==> config.mk <==
export PLATFORM = sky130hd
export DESIGN_NAME = capm_mixer
export DESIGN_NICKNAME = d
export VERILOG_FILES = /design/src/sv/capm_pkg.sv /design/src/sv/capm_mixer.sv
export SDC_FILE = /design/constraint.sdc
export NUM_CORES = 1
export LEC_CHECK = 0
export BUFFER_PORTS_ARGS = -buffer_cell sky130_fd_sc_hd__buf_2
export CORE_MARGIN = 5
export CORE_UTILIZATION = 45
export DETAILED_ROUTE_END_ITERATION = 8
export HOLD_SLACK_MARGIN = 0.15
export PLACE_DENSITY = 0.67
export SLEW_MARGIN = 20
export SYNTH_ARGS = -nofsm -noshare
export SYNTH_HDL_FRONTEND = slang
export SYNTH_SLANG_ARGS = --single-unit
==> constraint.sdc <==
create_clock -name clk -period 6.05 [get_ports clk]
set_input_delay 1.21 -clock clk [delete_from_list [all_inputs] [get_ports clk]]
set_output_delay 1.21 -clock clk [all_outputs]
set_load 0.01 [all_outputs]
==> src/sv/capm_pkg.sv <==
// Package: widths, register indexes, fixed-point helpers for the attitude mixer.
`default_nettype none
package capm_pkg;

  localparam int VW = 32;
  localparam int FB = 16;
  localparam int DTW = 17;
  localparam int GW = 31;
  localparam int NCFG = 8;
  localparam int AW = 5;

  typedef logic signed [VW-1:0] val_t;

  localparam logic signed [VW:0] VMAX = (VW+1)'((64'd1 << (VW-1)) - 1);
  localparam logic signed [VW:0] VMIN = -VMAX - (VW+1)'(1);

  typedef enum logic [2:0] {
    REG_PERIOD = 3'd0, REG_ANGLE_P = 3'd1, REG_TILT_P = 3'd2, REG_TILT_I = 3'd3,
    REG_TILT_D = 3'd4, REG_YAW_P = 3'd5, REG_YAW_I = 3'd6, REG_ILIM = 3'd7
  } reg_idx_t;

  typedef enum logic [2:0] {
    ST_IDLE, ST_ANGLE, ST_ERR, ST_MULA, ST_DIV, ST_MULB, ST_MIX, ST_OUT
  } state_t;

  // lane start controls
  typedef struct packed {
    logic start_div;
    logic take_err;
  } lane_ctl_t;

  // saturate a wide signed value to the value word
  function automatic val_t sat66(input logic signed [65:0] v);
    if (v > 66'(VMAX)) sat66 = val_t'(VMAX);
    else if (v < 66'(VMIN)) sat66 = val_t'(VMIN);
    else sat66 = v[VW-1:0];
  endfunction

  // fixed multiply, truncate toward zero, saturate
  function automatic val_t fx_mul(input val_t a, input logic [GW-1:0] b);
    logic [VW-1:0] m;
    logic [VW+GW-1:0] p;
    logic [VW+GW-1:0] q;
    m = a[VW-1] ? VW'(-a) : VW'(a);
    p = m * b;
    q = p >> FB;
    if (a[VW-1]) begin
      if (q >= (VW+GW)'(64'd1 << (VW-1))) fx_mul = val_t'(VMIN);
      else fx_mul = -val_t'(q[VW-1:0]);
    end else begin
      if (q > (VW+GW)'(VMAX)) fx_mul = val_t'(VMAX);
      else fx_mul = val_t'(q[VW-1:0]);
    end
  endfunction

endpackage
`default_nettype wire

==> src/sv/capm_mixer.sv <==
// X mixer: four saturated motor commands from three loop outputs.
`default_nettype none
module capm_mixer (
  input  wire logic           clk,
  input  wire logic           load,
  input  wire capm_pkg::val_t r,
  input  wire capm_pkg::val_t p,
  input  wire capm_pkg::val_t y,
  output capm_pkg::val_t      fl,
  output capm_pkg::val_t      fr,
  output capm_pkg::val_t      rl,
  output capm_pkg::val_t      rr
);
  import capm_pkg::*;

  localparam logic signed [65:0] BASE = 66'(sat66(66'(1000) <<< FB));
  val_t fl_r, fr_r, rl_r, rr_r;

  always_ff @(posedge clk) begin
    if (load) begin
      fl_r <= sat66(BASE + 66'(r) + 66'(p) - 66'(y));
      fr_r <= sat66(BASE - 66'(r) + 66'(p) + 66'(y));
      rl_r <= sat66(BASE + 66'(r) - 66'(p) + 66'(y));
      rr_r <= sat66(BASE - 66'(r) - 66'(p) - 66'(y));
    end
  end

  assign fl = fl_r;
  assign fr = fr_r;
  assign rl = rl_r;
  assign rr = rr_r;
endmodule
`default_nettype wire

==> results.md <==
- The multi-input logic area is 0.0115 sq mm.
- Total power for the finished layout comes to 0.00714 W.
- The number of antenna-violating nets in the routed design is 0.
- The number of storage elements in the synthesis netlist is 128.
- The floorplan has 70 rows.
- The global-route wire length before repair is 81900 um.
- The total number of nets in the final design is 2602.
- The total of hold buffers inserted after clock tree synthesis is 0.
- Yosys mapped a number of flops with a built-in enable equal to 128.
- The total via count in the routed design is 14600.
- Compared with the post-synthesis result, the final layout area differs by 25.6%.
- The endpoint class of the critical path is a flip-flop.
- For this run, the leading register cell type out of synthesis is edfxtp_1.
- The final count of hold timing violations was 0.
- The number of sinks handled by clock tree synthesis is 128.
- The overall fraction of global-route tracks in use is 25.5%.
- The number of instances in the synthesized netlist is 1782.
- TritonCTS built the clock tree.
- The via count of the first global-routing pass came to 14900.
- The number of antenna violations at the first check in global routing came to 12.
- The data required time of the critical path is 6300 ps.
- The internal power component is 0.00407 W.
- At the pin with the least slew margin, the transition time is 995 ps.
- The count of final max-slew check failures is 0.
- The number of iterations in the first detailed-routing pass is 5.
- Setup violations remaining at the end of the flow were counted as 0.
- The final routed DRC violation total is 0.
- Leaving out filler cells and counting taps, the final layout contains 2720.
- By area, the combinational part of the netlist is dominated by adder cells.
- Of the total synthesized cell area, the portion taken by AND, OR, NAND and NOR gates is 10.5%.
- The deepest level of the CTS H-tree is 4.
- Of all nets on the critical path, the largest fanout is 31.
- The clock root buffer master is clkbuf_16.
- The largest vdd supply drop is 0.000261 V.
- Using the TritonRoute via totals, the vias-per-cell ratio works out to 5.37.
- Buffers placed on the I/O ports in this run total 225.
- The tool flagged a number of max-cap violations equal to 0.
- The power per cell area is 343 mW/mm^2.
- The full die area is 0.0407 sq mm.
- The die boundary height is 202 um.
- Once the floorplan was initialized, standard cells occupied 45.4% of the core.
- The average instance in the mapped netlist occupies 9.28 sq um.
- The worst max-slew margin expressed relative to the limit is 33.7%.
- The placeable core area is 0.0364 sq mm.
- The instance count after placement with tap cells included is 2672.
- For this run, the top clock speed supported by timing is 0.171 GHz.
- The clock slew seen by the registers of the worst setup and hold paths is 60 ps.
- The synthesized netlist devotes 26.9% of its cell area to adder and majority cells.
- The core occupancy in the finished layout is 57.1%.
- The combinational share of power is 64.0%.
- Summing the areas of all xor and xnor instances in the mapped netlist gives 8.25% of the synthesized area.
- The fraction of power consumed by the clock network is 14.4%.
- The synthesized netlist occupies a cell area of 0.0165 sq mm.
- STA puts the critical path data arrival time at 6100 ps.
- The die is 202 um wide.
- During I/O placement, the number of pins put on the boundary was 226.
- The total detailed-routing wirelength is 52700 um.
- Setup repair after global routing left no endpoint under its margin.
- The post-route minimum period is 5850 ps.
- The end of the worst hold path is rl[0].
- The share of the clock period used by the worst path is 96.7%.
- The deepest clock path buffer count is 2.
- The part of the Yosys area used for sequential elements is 23.2%.
- The share of flip-flops with an asynchronous set or reset is 0%.
- Routability-driven placement finished with a final weighted congestion of 0.979.
- Entering global routing, the biggest net connects 76 pins.
- Summing all flip-flop and latch instances after layout gives 0.00384 sq mm.
- The cell depth of the worst hold path is 3.
- For this run, the number of Yosys warnings is 0.
- The count of routing violations after the opening detailed-route iteration is 821.
- When the netlist entered floorplanning its net count stood at 2156.
- In this run the most critical hold path is launched from p[0].
- The share of total power consumed by net switching is 42.9%.
- The tightest min-delay check is of the input port to flip-flop type.
- In the synthesized netlist, mux cells make up 0% of the area.
- The analysis attributes to net switching a power of 0.00307 W.
- The fill cell instance count of the final layout is 3307.
- Global routing finished with a remaining overflow of 0.
- Summed over all cells, the static leakage comes to 9.65 nW.
- Summing the areas of all compound-gate instances in the mapped netlist gives 23.3% of the synthesized area.
- The part of the power in registers is 21.6%.
- The detail-routed net length per standard cell is 19.4 um.
- The number of CTS-inserted buffers is 17.
- The count of cell types in the netlist is 98.
- The worst setup path is launched from an input port.
- The type of the worst setup path is input port to flip-flop.
- Once detailed placement completed, the half-perimeter wirelength came to 44800 um.
- The fraction of layout cells with a size suffix above 1 is 26.6%.
- The flow ran to the end, and the final reports show no timing, DRC or antenna violations.
worst max-delay path, stage by stage:
cell	delay [ps]
buf_2	100
inv_1	70
nand4_1	200
or3_4	390
or4_4	470
o31ai_2	200
buf_4	150
buf_4	100
xnor2_1	150
fa_1	510
ha_1	370
buf_4	140
and3_1	170
nand2_1	70
o31ai_1	410
o21ai_2	130
and3_1	190
a311oi_4	420
a31oi_4	150
buf_12	190
o41ai_2	310
layout by cell type, fill, tap and decap left out, types with 5 or more instances in the layout:
cell type / n
buf_4: 262
inv_1: 246
buf_2: 224
ha_1: 142
fa_1: 133
edfxtp_1: 128
a21oi_1: 123
nand2_1: 93
xnor2_1: 86
a21o_1: 77
nor2_1: 76
o21ai_1: 71
xor2_1: 65
o21ai_0: 60
nand3_1: 37
o22ai_1: 33
nand4_1: 26
nor3_1: 23
o21a_1: 20
o21bai_1: 18
clkbuf_16: 18
a31oi_1: 17
o31ai_1: 16
a211oi_1: 15
nand2b_1: 14
nor2b_1: 12
diode_2: 11
a41o_1: 11
and3_1: 10
o211ai_1: 10
and2_1: 9
buf_12: 9
nor4_1: 8
a211o_1: 7
or3_1: 5
o31ai_2: 5
o2111ai_1: 5
layer usage:
metal	vias to the layer above	track usage [%]	routed length, um
li1	7175	-	-
met5	-	0	34
met3	61	2.80	2120
met2	354	41.1	24400
met4	4	8.52	1440
met1	7006	36.0	24800
sequential cells by signal, indices dropped and copies added (netlist names):
name,count
rr,32
rl,32
fr,32
fl,32
final cells by class:
| cell class | instances | area share [%] |
|---|---|---|
| clock buffers | 19 | 2.08 |
| repair buffers | 497 | 15.9 |
| diodes | 11 | 0.132 |
| clock inverters | 13 | 0.656 |
| multi-input cells | 1338 | 55.5 |
| well taps | 468 | 2.82 |
| inverters | 246 | 4.44 |
| flip-flops and latches | 128 | 18.5 |
Yosys cell counts (12+ instances only):
cell type  count  share of area, %
nand3_1       37               1.1
edfxtp_1     128                23
xnor2_1       87               4.6
o21ai_1       72               2.2
a21o_1        77               3.5
inv_1        246               5.6
nor3_1        23              0.70
o31ai_1       17              0.77
buf_2         32              0.97
clkbuf_1      25              0.57
o22ai_1       33               1.2
nor2_1        76               1.7
ha_1         143                11
o21ai_0       60               1.8
o21a_1        20              0.91
fa_1         133                16
a31oi_1       18              0.68
nand2_1       93               2.1
xor2_1        67               3.5
a211oi_1      15              0.68
a21oi_1      125               3.8
nand2b_1      14              0.53
o21bai_1      18              0.82
nor2b_1       12              0.45
nand4_1       26              0.98
power by group through the flow:
| stage | logic [W] | clock network (W) | registers, W |
|---|---|---|---|
| 2_1_floorplan | 0.00258 | 0 | 0.00173 |
| 3_3_place_gp | 0.00444 | 0 | 0.00156 |
| 3_5_place_dp | 0.00447 | 0 | 0.00156 |
| 4_1_cts | 0.00451 | 0.00104 | 0.00155 |
| 5_1_grt | 0.00500 | 0.00109 | 0.00157 |
| 6_report | 0.00457 | 0.00103 | 0.00154 |
metrics by stage:
stage	hold WS (ps)	TNS [ps]	worst slack, ps	instance area (sq um)
floorplan	1320	0	114	16500
global placement	1620	-12290	-426	20000
detailed placement	1620	-17700	-445	20000
CTS	1330	0	50.5	20600
global route	1350	0	4.02	20800
finish	1350	0	199	20800
how the worst max path moves through the flow:
stage	from	endpoint	slack (ps)	depth (start not counted)
2_1_floorplan	r[11]	fr[30]	110	22
3_3_place_gp	r[5]	fr[30]	-430	21
3_5_place_dp	r[5]	fr[30]	-450	21
4_1_cts	r[9]	fr[30]	50	23
5_1_grt	r[10]	fr[28]	4	25
6_report	r[9]	fr[30]	200	21
logic make-up (layout without fill, tap and decap cells):
family,after synthesis,in the layout
xor+xnor,155,155
fa+ha+maj,276,276
compound gates,560,560
flops,128,128
other cells,0,11
simple gates,347,347
buf+inv,316,775
what timing repair did:
item,4_1_cts,5_1_grt
pin swaps,0,8
buffers inserted,0,4
resized for setup,1,20
hold endpoints to repair,0,0
cloned,0,1
setup endpoints to repair,1,62
No activity file was read; power rests on OpenSTA's default activity.
